===== src/sv/chm_pkg.sv =====
// package: types, constants and state codes for the chained hash map
package chm_pkg;

  localparam int MAX_BUCKETS  = 256;
  localparam int POOL_ENTRIES = 1024;
  localparam int BKT_W = $clog2(MAX_BUCKETS);
  localparam int IDX_W = $clog2(POOL_ENTRIES);
  localparam int PTR_W = IDX_W + 1;
  localparam int CNT_W = BKT_W + 1;
  localparam logic [PTR_W-1:0] NIL = PTR_W'(POOL_ENTRIES);

  localparam logic [2:0] CMD_ADD = 3'd0;
  localparam logic [2:0] CMD_LOOKUP = 3'd1;
  localparam logic [2:0] CMD_REMOVE = 3'd2;
  localparam logic [2:0] CMD_ITER_RESET = 3'd3;
  localparam logic [2:0] CMD_ITER_NEXT = 3'd4;

  localparam logic [2:0] ST_SUCCESS = 3'd0;
  localparam logic [2:0] ST_EXISTS = 3'd1;
  localparam logic [2:0] ST_NOT_EXISTS = 3'd2;
  localparam logic [2:0] ST_NO_MORE = 3'd3;
  localparam logic [2:0] ST_FULL = 3'd4;

  typedef struct packed {
    logic [2:0]  command;
    logic [31:0] key;
    logic [63:0] value;
  } chm_in_t;

  typedef struct packed {
    logic [2:0]  status;
    logic [31:0] found_key;
    logic [63:0] found_value;
  } chm_out_t;

  typedef struct packed {
    logic             done;
    logic [BKT_W-1:0] rem;
  } chm_mod_stat_t;

  typedef enum logic [3:0] {
    S_INIT, S_IDLE, S_MOD, S_HEAD, S_WALK, S_CMP, S_A1, S_A2,
    S_R1, S_R2, S_ITRD, S_SEEK, S_SEEKRD, S_DONE
  } chm_state_t;

endpackage


===== src/sv/chm_mod.sv =====
// remainder unit: key modulo bucket count, one quotient bit per cycle
module chm_mod
  import chm_pkg::*;
(
  input  logic               clk,
  input  logic               rst_n,
  input  logic               start,
  input  logic [31:0]        dividend,
  input  logic [CNT_W-1:0]   divisor,
  output chm_mod_stat_t      stat
);

  logic [5:0]       cnt_r, cnt_nxt;
  logic             busy_r, busy_nxt;
  logic [CNT_W-1:0] rem_r, rem_nxt;
  logic [31:0]      q_r, q_nxt;
  logic [CNT_W:0]   trial;

  always_comb begin
    cnt_nxt = cnt_r;
    busy_nxt = busy_r;
    rem_nxt = rem_r;
    q_nxt = q_r;
    trial = {rem_r, q_r[31]};
    stat.done = 1'b0;
    stat.rem = rem_r[BKT_W-1:0];
    if (start) begin
      cnt_nxt = 6'd0;
      busy_nxt = 1'b1;
      rem_nxt = '0;
      q_nxt = dividend;
    end else if (busy_r) begin
      // remainder stays below divisor, so one subtract per step
      if (trial >= {1'b0, divisor}) trial = trial - {1'b0, divisor};
      rem_nxt = trial[CNT_W-1:0];
      q_nxt = {q_r[30:0], 1'b0};
      cnt_nxt = cnt_r + 6'd1;
      if (cnt_r == 6'd31) busy_nxt = 1'b0;
    end
    if (busy_r == 1'b0 && cnt_r == 6'd32) stat.done = 1'b1;
  end

  always_ff @(posedge clk) begin
    if (!rst_n) begin
      busy_r <= 1'b0;
      cnt_r <= 6'd0;
    end else begin
      busy_r <= busy_nxt;
      cnt_r <= (stat.done && !start) ? 6'd33 : cnt_nxt;
    end
    rem_r <= rem_nxt;
    q_r <= q_nxt;
  end

endmodule


===== config.mk =====
export PLATFORM = sky130hd
export DESIGN_NAME = chm_mod
export DESIGN_NICKNAME = d
export VERILOG_FILES = /design/src/sv/chm_pkg.sv /design/src/sv/chm_mod.sv
export SDC_FILE = /design/constraint.sdc
export NUM_CORES = 1
export LEC_CHECK = 0
export ABC_AREA = 1
export BUFFER_PORTS_ARGS = -buffer_cell sky130_fd_sc_hd__buf_2
export CORE_AREA = 5 5 82 84
export DETAILED_ROUTE_END_ITERATION = 10
export DIE_AREA = 0 0 87 89
export PLACE_DENSITY = 0.77
export SYNTH_ARGS = -nofsm -noshare
export SYNTH_HDL_FRONTEND = slang
export SYNTH_SLANG_ARGS = --single-unit

===== constraint.sdc =====
create_clock -name clk -period 3.1 [get_ports clk]
set_input_delay 0.155 -clock clk [delete_from_list [all_inputs] [get_ports clk]]
set_output_delay 0.155 -clock clk [all_outputs]
set_load 0.01 [all_outputs]

==> results of run 1 <==
-- cell type report --
cell class                      instances  area, um^2
Clock buffer                            6        72.6
Clock inverter                          2        11.3
Fill cell                             572        2800
Inverter                               41         154
Multi-Input combinational cell        234        1160
Sequential cell                        48        1280
Tap cell                               75        93.8
Timing Repair Buffer                   54         275
-- worst min path at each step --
stage / slack, ns / from / cells past startpoint / end
finish: 0.10 / rst_n / 3 / busy_r$_SDFF_PN0_
global route: 0.10 / rst_n / 3 / busy_r$_SDFF_PN0_
CTS: 0.09 / rst_n / 3 / busy_r$_SDFF_PN0_
detailed placement: 0.41 / rst_n / 3 / busy_r$_SDFF_PN0_
global placement: 0.41 / rst_n / 3 / busy_r$_SDFF_PN0_
floorplan: 0.30 / rst_n / 2 / busy_r$_SDFF_PN0_
-- cells in the final DEF, fill, tap and decap left out, types with 2 or more instances in the layout --
master / Yosys / final
nand2_1: 145 / 145
buf_2: 1 / 52
inv_1: 41 / 41
edfxtp_1: 32 / 32
nand3_1: 21 / 21
dfxtp_1: 16 / 16
nor2_1: 15 / 15
ha_1: 11 / 11
nand3_2: 5 / 5
a21oi_1: 5 / 5
clkbuf_8: 0 / 5
xnor2_1: 4 / 4
nand2_2: 4 / 4
nor3_1: 3 / 3
nand3b_1: 3 / 3
o21ai_0: 3 / 3
xor2_1: 2 / 2
nor2_2: 2 / 2
o21ai_2: 2 / 2
buf_4: 8 / 2
-- logic make-up after synthesis --
logic type	Yosys count
AND/OR/NAND/NOR	203
buffers and inverters	58
flip-flops	48
AO/OA/AOI/OAI	13
adder cells (fa/ha/maj)	12
XOR/XNOR	6
-- metal layers --
layer | vias up | global-route usage, % | part of all wire, %
met4 | 0 | 4.67 | 1.5
met2 | 35 | 24.8 | 49
met1 | 924 | 16.6 | 45
met5 | - | 0 | 0
met3 | 5 | 3.13 | 4.5
li1 | 1150 | - | -
-- power groups by stage --
| stage | clock, mW | sequential (mW) | combinational [mW] |
|---|---|---|---|
| final | 0.358 | 0.759 | 0.189 |
| after global routing | 0.404 | 0.764 | 0.215 |
| after CTS | 0.373 | 0.760 | 0.191 |
| after global placement | 0 | 0.771 | 0.188 |
| after floorplan | 0 | 0.768 | 0.136 |
| after detailed placement | 0 | 0.774 | 0.189 |
-- state kept, by name (all words and copies together) (netlist names) --
| signal | count |
|---|---|
| rem_r | 9 |
| busy_r | 1 |
| cnt_r | 6 |
| q_r | 32 |
-- tightest hold or removal path: stages --
cell and delay (ns):
buf_2 0.10, inv_1 0.06, nor3_1 0.05
==> results.toml, run 1 <==
[placed_design]
routabilityCongestion = 0.891
port_buffers = 52
placed_area_um2 = 2960
dp_cells = 452
hpwl_um = 3890
pre_cts_slack_ns = 0.908

[worst_setup_path]
rr_startpoint = "rem_r[6]$_SDFFE_PP0P_"
reg2reg_depth = 10
crit_start = "rem_r[6]$_SDFFE_PP0P_"
slowest_delay_ns = 0.66
crit_chain = "ha_1 -> nand2_1 -> nand2_1 -> nand2_1 -> nand2_1 -> nor2_1 -> nand2_2 -> nand2_1 -> nand3_1 -> o21ai_0"
critPathCapture = "rem_r[2]$_SDFFE_PP0P_"
crit_buf_inv = 0
cp-end-kind = "flop"
cpLargestDelayFamily = "simple AND/OR/NAND/NOR gates"
critPathKind = "flop to flop"
rrSetupSlack_ns = 0.89
cp-start-kind = "flop"
crit_slowest_cell = "nor2_1"
path_common_cell = "nand2_1"
cp.required_ns = 3.32
cp_max_fo = 11
rr_endpoint = "rem_r[2]$_SDFFE_PP0P_"
cp.arrival_ns = 2.43
worst-path-stages = 10

[timing]
rsz0062_at_grt = "false"
whs_ns = 0.103
hold_viol = 0
worst_pin_slew_ns = 0.863
final.setup.worst_slack_ns = 0.888
max_freq_mhz = 452
fin_worst_skew_ns = 0.00679
fin_tns_setup_ns = 0
slew_headroom_pct = 42.4
finalSetupViolations = 0
drv_slew = 0
min_period_over_period_pct = 71.3
min_period_ns = 2.21

[final_layout]
finalInstanceArea_um2 = 3050
layout-drive-gt1-share_pct = 19.7
syn2layout_area_growth_pct = 12.7
finalNonFillerCells = 460
final_nets = 440
fin_util_pct = 52.1
antenna_cells = 0

[logic_synthesis]
yosysTopAreaCellShare_pct = 35.5
yosys-top-cells-area = "edfxtp_1 36%, nand2_1 20%, dfxtp_1 12%"
synth-xor-area-share_pct = 1.94
synth_edf_count = 32
yosys_warnings = 0
synthCells = 340
synth_fa_ha_area_share_pct = 5.83
ys_types = 31
synth_compound_area_share_pct = 2.92
muxShareOfSynthArea_pct = 0
synth_top_family_by_area = "simple AND/OR/NAND/NOR gates"
synth_area_um2 = 2700
ys_seq_area_share_pct = 47.4
ys_ff_latch = 48
async_reset_ff_share_pct = 0
yosysMostFrequentCell = "nand2_1"
yosysTopAreaCell = "edfxtp_1"
synth_commonest_cells = "145 x nand2_1, 41 x inv_1, 32 x edfxtp_1"
syn-num-nets = 396
ys.flop_type = "edfxtp_1"
synth-simple-area-share_pct = 32.2
avgSynthCellArea_um2 = 7.95

[power_and_ir_drop]
power_density_nw_per_um2 = 429
pwr-share-comb_pct = 14.5
clkPwrFrac_pct = 27.4
total_power_mw = 1.31
p_switching_mw = 0.333
peakVddDrop_v = 0.000278
p_int_mw = 0.974
p_sw_share_pct = 25.5
power.share.sequential_pct = 58.1
power.leakage_nw = 1.58

[floorplanning]
rows = 28
die_h_um = 89
die_x_um = 87
die-area_um2 = 7740
io_pins = 53
start_util_pct = 46.2
core_um2 = 5850

[route]
wl_per_cell_um = 11.4
drt-pass1-iter-count = 4
ant_nets = 0
detail_route.iter0.violations = 99
drc_errors = 0
wl_um = 5230
vias = 2114
vias_per_cell = 4.60

[clock_network]
cts_made_buffers = 5
hold_buffers = 0
cts_setup_buffers = 0
clockRootBuffer = "clkbuf_8"
clk_pin_slew_ns = 0.08
htree_levels = 2
clockBufferDepth = 2
cts_resized = 0
cts_tree = "yes"
insertion_delay_ns = 0.30
cts.sinks = 48

[grt]
grt_pass1_vias = 2006
grt_max_degree = 38
gr-total-overflow = 0
grt_pass1_wl_um = 8540
grt_usage_pct = 13.9
antenna_found_initial = 0

[hold_path]
hp-class = "primary input to flop"

[status]
status = "completed"

[flow_run]
drv_cap = 0
No activity file was read; power rests on OpenSTA's default activity.
==> run 2: changes to the inputs <==
- ABC_AREA: 1 -> 0
- CORE_AREA: 5 5 82 84 -> 5 5 80 82
- DIE_AREA: 0 0 87 89 -> 0 0 85 87
- PLACE_DENSITY: 0.77 -> 0.78
- clock period: 3.1 -> 2.28 ns (I/O delays scaled with it)
==> results.toml, run 2 <==
[status]
status = "completed"

[logic_synthesis]
ys.flop_type = "edfxtp_1"
yosysTopAreaCellShare_pct = 36.7
yosys-top-cells-area = "edfxtp_1 37%, mux2_2 14%, dfxtp_1 12%"
synth_commonest_cells = "32 x edfxtp_1, 32 x mux2_2, 17 x inv_1"
yosys_warnings = 0
synth-simple-area-share_pct = 8.75
yosysTopAreaCell = "edfxtp_1"
synth_edf_count = 32
ys_seq_area_share_pct = 48.9
ys_types = 48
synth_fa_ha_area_share_pct = 6.02
syn-num-nets = 271
ys_ff_latch = 48
avgSynthCellArea_um2 = 12.2
muxShareOfSynthArea_pct = 15.7
synth_top_family_by_area = "multiplexers"
synthCells = 215
synth_compound_area_share_pct = 11.0
synth-xor-area-share_pct = 3.01
synth_area_um2 = 2620
async_reset_ff_share_pct = 0

[clock_network]
cts_resized = 0
cts.sinks = 48
clockRootBuffer = "clkbuf_8"
htree_levels = 2
clk_pin_slew_ns = 0.09
clockBufferDepth = 2
cts_setup_buffers = 0
hold_buffers = 0
insertion_delay_ns = 0.30
cts_tree = "yes"
cts_made_buffers = 5

[grt]
grt_util_met2_pct = 23.3
grt_pass1_vias = 1748
grt_usage_pct = 13.9
grt_pass1_wl_um = 8110
grt-busiest-layer = "met2"
antenna_found_initial = 0
use_met3_pct = 4.82
gr-total-overflow = 0
use_met1_pct = 16.9
grt_max_degree = 33

[final_layout]
mostFrequentLayoutCells = "52 x buf_2, 32 x mux2_2, 32 x edfxtp_1"
finalNonFillerCells = 342
layout-drive-gt1-share_pct = 40.8
antenna_cells = 0
multi_input_area_um2 = 1170
seqCellArea_um2 = 1280
regMostFlops = "q_r"
final_nets = 322
finalInstanceArea_um2 = 3040
largest_reg_flops = 32
syn2layout_area_growth_pct = 16.2
n_fill_cell = 511
reg_top3 = "q_r x32, rem_r x9, cnt_r x6"
final_common_cell = "buf_2"

[timing]
max_freq_mhz = 482
worst_pin_slew_ns = 0.502
whs_ns = 0.0348
min_period_over_period_pct = 91.0
min_period_ns = 2.07
finalSetupViolations = 0
hold_viol = 0
fin_worst_skew_ns = 0.00668
rsz0062_at_grt = "false"
drv_slew = 0
final.setup.worst_slack_ns = 0.206
fin_tns_setup_ns = 0
slew_headroom_pct = 66.4

[worst_setup_path]
cp-end-kind = "flop"
cp_max_fo = 13
cp.arrival_ns = 2.32
crit_chain = "inv_1 -> ha_1 -> inv_1 -> fa_2 -> nand3_2 -> a311oi_2 -> a211oi_4 -> buf_12 -> a311oi_1 -> o31a_1"
rr_startpoint = "q_r[31]$_DFFE_PP_"
path_common_cell = "inv_1"
slowest_delay_ns = 0.38
cp.required_ns = 2.52
rr_endpoint = "rem_r[6]$_SDFFE_PP0P_"
crit_slowest_cell = "a311oi_2"
reg2reg_depth = 10
critPathKind = "flop to flop"
rrSetupSlack_ns = 0.21
cp-start-kind = "flop"

[route]
drc_errors = 0
detail_route.iter0.violations = 116
wl_per_cell_um = 14.5
ant_nets = 0
wl_um = 4950
vias = 1778
drt-pass1-iter-count = 4
vias_per_cell = 5.20

[floorplanning]
die_h_um = 87
core_um2 = 5680
rows = 28
io_pins = 53
die_x_um = 85
die-area_um2 = 7400
start_util_pct = 46.1

[placed_design]
pre_cts_slack_ns = 0.121
placed_area_um2 = 2930
port_buffers = 52
routabilityCongestion = 0.847
dp_cells = 334
hpwl_um = 3660

[power_and_ir_drop]
p_int_mw = 1.50
clkPwrFrac_pct = 31.1
peakVddDrop_v = 0.000436
power.leakage_nw = 1.29
p_sw_share_pct = 23.8
p_switching_mw = 0.469
power_density_nw_per_um2 = 647
power.share.sequential_pct = 52.8
pwr-share-comb_pct = 16.1

[hold_path]
min_to = "busy_r$_SDFF_PN0_"
worstHoldPathCells = 2
hp-class = "primary input to flop"
hold_start = "rst_n"

[flow_run]
drv_cap = 0
-- run 2: through the flow --
stage / power [mW] / utilization, %
final: 1.97 / 53.6
after global routing: 2.07 / 53.6
after CTS: 1.99 / 53.5
after detailed placement: 1.37 / 51.6
after global placement: 1.36 / 51.6
after floorplan: 1.28 / -
-- run 2: how the worst max path moves through the flow --
| stage | slack [ns] | depth (start not counted) | endpoint | start |
|---|---|---|---|---|
| 3_3_place_gp | 0.22 | 10 | rem_r[0]$_SDFFE_PP0P_ | q_r[31]$_DFFE_PP_ |
| 6_report | 0.21 | 10 | rem_r[6]$_SDFFE_PP0P_ | q_r[31]$_DFFE_PP_ |
| 4_1_cts | 0.09 | 10 | rem_r[0]$_SDFFE_PP0P_ | q_r[31]$_DFFE_PP_ |
| 2_1_floorplan | 0.20 | 10 | rem_r[2]$_SDFFE_PP0P_ | q_r[31]$_DFFE_PP_ |
| 3_5_place_dp | 0.12 | 10 | rem_r[1]$_SDFFE_PP0P_ | q_r[31]$_DFFE_PP_ |
| 5_1_grt | 0.07 | 10 | rem_r[1]$_SDFFE_PP0P_ | q_r[31]$_DFFE_PP_ |
-- run 2: area by class of cell --
cell class,count,share of cell area (%)
Inverter,17,2.10
Tap cell,75,3.09
Sequential cell,48,42.1
Clock inverter,3,1.40
Timing Repair Buffer,59,10.7
Clock buffer,5,2.26
Multi-Input combinational cell,135,38.3
-- run 2: critical path: cells and delay by family, from the launching register on --
family                   cells  cell delay, ns
AO/OA/AOI/OAI                4            0.89
adder cells (fa/ha/maj)      2            0.42
buffers and inverters        3            0.28
flip-flops                   1            0.33
AND/OR/NAND/NOR              1            0.09
-- run 2: layer usage --
layer | up-vias | routed length, um
met5 | - | 0
met4 | 0 | 66
met3 | 8 | 364
met2 | 53 | 2360
met1 | 835 | 2160
li1 | 882 | -
-- run 2: kinds of logic (layout without fill, tap and decap cells) --
kind of cell,Yosys count,in the layout
compound gates,35,35
xor+xnor,9,9
fa+ha+maj,12,12
buf+inv,32,84
flops,48,48
mux,37,37
simple gates,42,42
-- run 2: power by group through the flow --
stage | Sequential [mW] | Combinational [mW] | Clock [mW]
after floorplan | 1.05 | 0.231 | 0
after global placement | 1.06 | 0.307 | 0
after detailed placement | 1.06 | 0.316 | 0
after CTS | 1.04 | 0.318 | 0.628
after global routing | 1.04 | 0.350 | 0.675
final | 1.04 | 0.317 | 0.612
==> run 3: changes to the inputs <==
- CELL_PAD_IN_SITES_DETAIL_PLACEMENT: default -> 1
- CELL_PAD_IN_SITES_GLOBAL_PLACEMENT: default -> 2
- CORE_AREA: 5 5 80 82 -> 5 5 92 94
- DIE_AREA: 0 0 85 87 -> 0 0 97 99
- PLACE_DENSITY: 0.78 -> 0.85
==> results.toml, run 3 (synthesis results as in run 2) <==
[status]
status = "completed"

[power_and_ir_drop]
peakVddDrop_v = 0.000358
power.leakage_nw = 1.29
power_density_nw_per_um2 = 680
total_power_mw = 2.10

[timing]
worst_pin_slew_ns = 0.501
max_freq_mhz = 467
min_period_ns = 2.14
hold_viol = 0
min_period_over_period_pct = 93.9
slew_headroom_pct = 66.5
whs_ns = 0.0288
drv_slew = 0
fin_worst_skew_ns = 0.00550
rsz0062_at_grt = "false"
fin_tns_setup_ns = 0
finalSetupViolations = 0

[final_layout]
final_nets = 321
reg_top3 = "q_r x32, rem_r x9, cnt_r x6"
regMostFlops = "q_r"
mostFrequentLayoutCells = "52 x buf_2, 32 x mux2_2, 32 x edfxtp_1"
multi_input_area_um2 = 1170
antenna_cells = 0
final_common_cell = "buf_2"
syn2layout_area_growth_pct = 17.7
largest_reg_flops = 32
n_fill_cell = 851
layout-drive-gt1-share_pct = 41.0
seqCellArea_um2 = 1280

[worst_setup_path]
crit_chain = "ha_1 -> nand3_2 -> a311oi_2 -> a211oi_4 -> buf_4 -> a311oi_1 -> o31a_1"
critPathCapture = "rem_r[6]$_SDFFE_PP0P_"
cp.required_ns = 2.52
crit_buf_inv = 1
cp_max_fo = 10
slowest_delay_ns = 0.48
reg2reg_depth = 7
cp-start-kind = "flop"
worst-path-stages = 7
rr_endpoint = "rem_r[6]$_SDFFE_PP0P_"
cpLargestDelayFamily = "compound AO/OA/AOI/OAI gates"
cp-end-kind = "flop"
critPathKind = "flop to flop"
crit_slowest_cell = "ha_1"
crit_start = "rem_r[2]$_SDFFE_PP0P_"
rr_startpoint = "rem_r[2]$_SDFFE_PP0P_"
cp.arrival_ns = 2.38
rrSetupSlack_ns = 0.14

[floorplanning]
die-area_um2 = 9600
die_h_um = 99
core_um2 = 7570
io_pins = 53
die_x_um = 97
start_util_pct = 34.6
rows = 32

[clock_network]
cts.sinks = 48
htree_levels = 2
insertion_delay_ns = 0.29
hold_buffers = 0
cts_made_buffers = 5
clockBufferDepth = 2
clockRootBuffer = "clkbuf_8"
clk_pin_slew_ns = 0.09
cts_tree = "yes"

[grt]
grt_max_degree = 38
antenna_found_initial = 0
gr-total-overflow = 0
grt_pass1_vias = 1915
grt_pass1_wl_um = 9040
grt_usage_pct = 11.5

[hold_path]
hp-class = "primary input to flop"
hold_start = "rst_n"

[flow_run]
drv_cap = 0

[placed_design]
routabilityCongestion = 0.867
hpwl_um = 4250
port_buffers = 52

[route]
ant_nets = 0
drt-pass1-iter-count = 4
detail_route.iter0.violations = 36
wl_um = 5610
drc_errors = 0
wl_per_cell_um = 15.3
vias_per_cell = 4.81
vias = 1771
## run 3: cell count changes in the layout (fill, tap and decap cells not counted), sizes merged
cell and delta:
buf -1, inv +1, clkinv -2, bufinv +1
## run 3: final cells by class
class / instances / area share [%]
clock inverter: 3 / 2.23
tap: 102 / 4.14
inverter: 17 / 2.07
timing repair buffer: 58 / 9.91
multi-input combinational: 135 / 37.8
sequential: 48 / 41.6
clock buffer: 5 / 2.23
## run 3: through the flow
step / instances / setup WS, ns / instance area, um^2 / utilization, %
CTS: 368 / 0.116 / 3080 / 40.7
global placement: 360 / 0.218 / 2940 / 38.9
finish: 368 / 0.138 / 3080 / 40.7
floorplan: 215 / 0.201 / 2620 / -
detailed placement: 360 / 0.121 / 2940 / 38.9
global route: 368 / 0.0292 / 3080 / 40.7
## run 3: how the worst min path moves through the flow
| stage | endpoint | slack [ns] | cells past startpoint |
|---|---|---|---|
| after floorplan | busy_r$_SDFF_PN0_ | 0.23 | 1 |
| after global placement | busy_r$_SDFF_PN0_ | 0.33 | 2 |
| after detailed placement | busy_r$_SDFF_PN0_ | 0.34 | 2 |
| after CTS | busy_r$_SDFF_PN0_ | 0.02 | 2 |
| after global routing | busy_r$_SDFF_PN0_ | 0.01 | 2 |
| final | busy_r$_SDFF_PN0_ | 0.03 | 2 |
## run 3: power breakdown
part	total (mW)	switching, mW	leakage [nW]	internal [mW]
combinational	0.314	0.159	0.766	0.155
sequential	1.04	0.0278	0.452	1.01
clock	0.742	0.300	0.0687	0.442
total	2.10	0.487	1.29	1.61
## run 3: timing repair
action | 4_1_cts | 5_1_grt
setup buffers | 0 | 0
gates resized for setup | 0 | 1
endpoints found under the setup margin | 0 | 5
## run 3: per-layer routing
metal  global-route usage, %  vias to the layer above  wire [um]
met4                    2.27                        0         17
li1                        -                      876          -
met3                    3.68                        2        301
met5                       0                        -          0
met2                    20.2                       38       2750
met1                    14.0                      855       2540
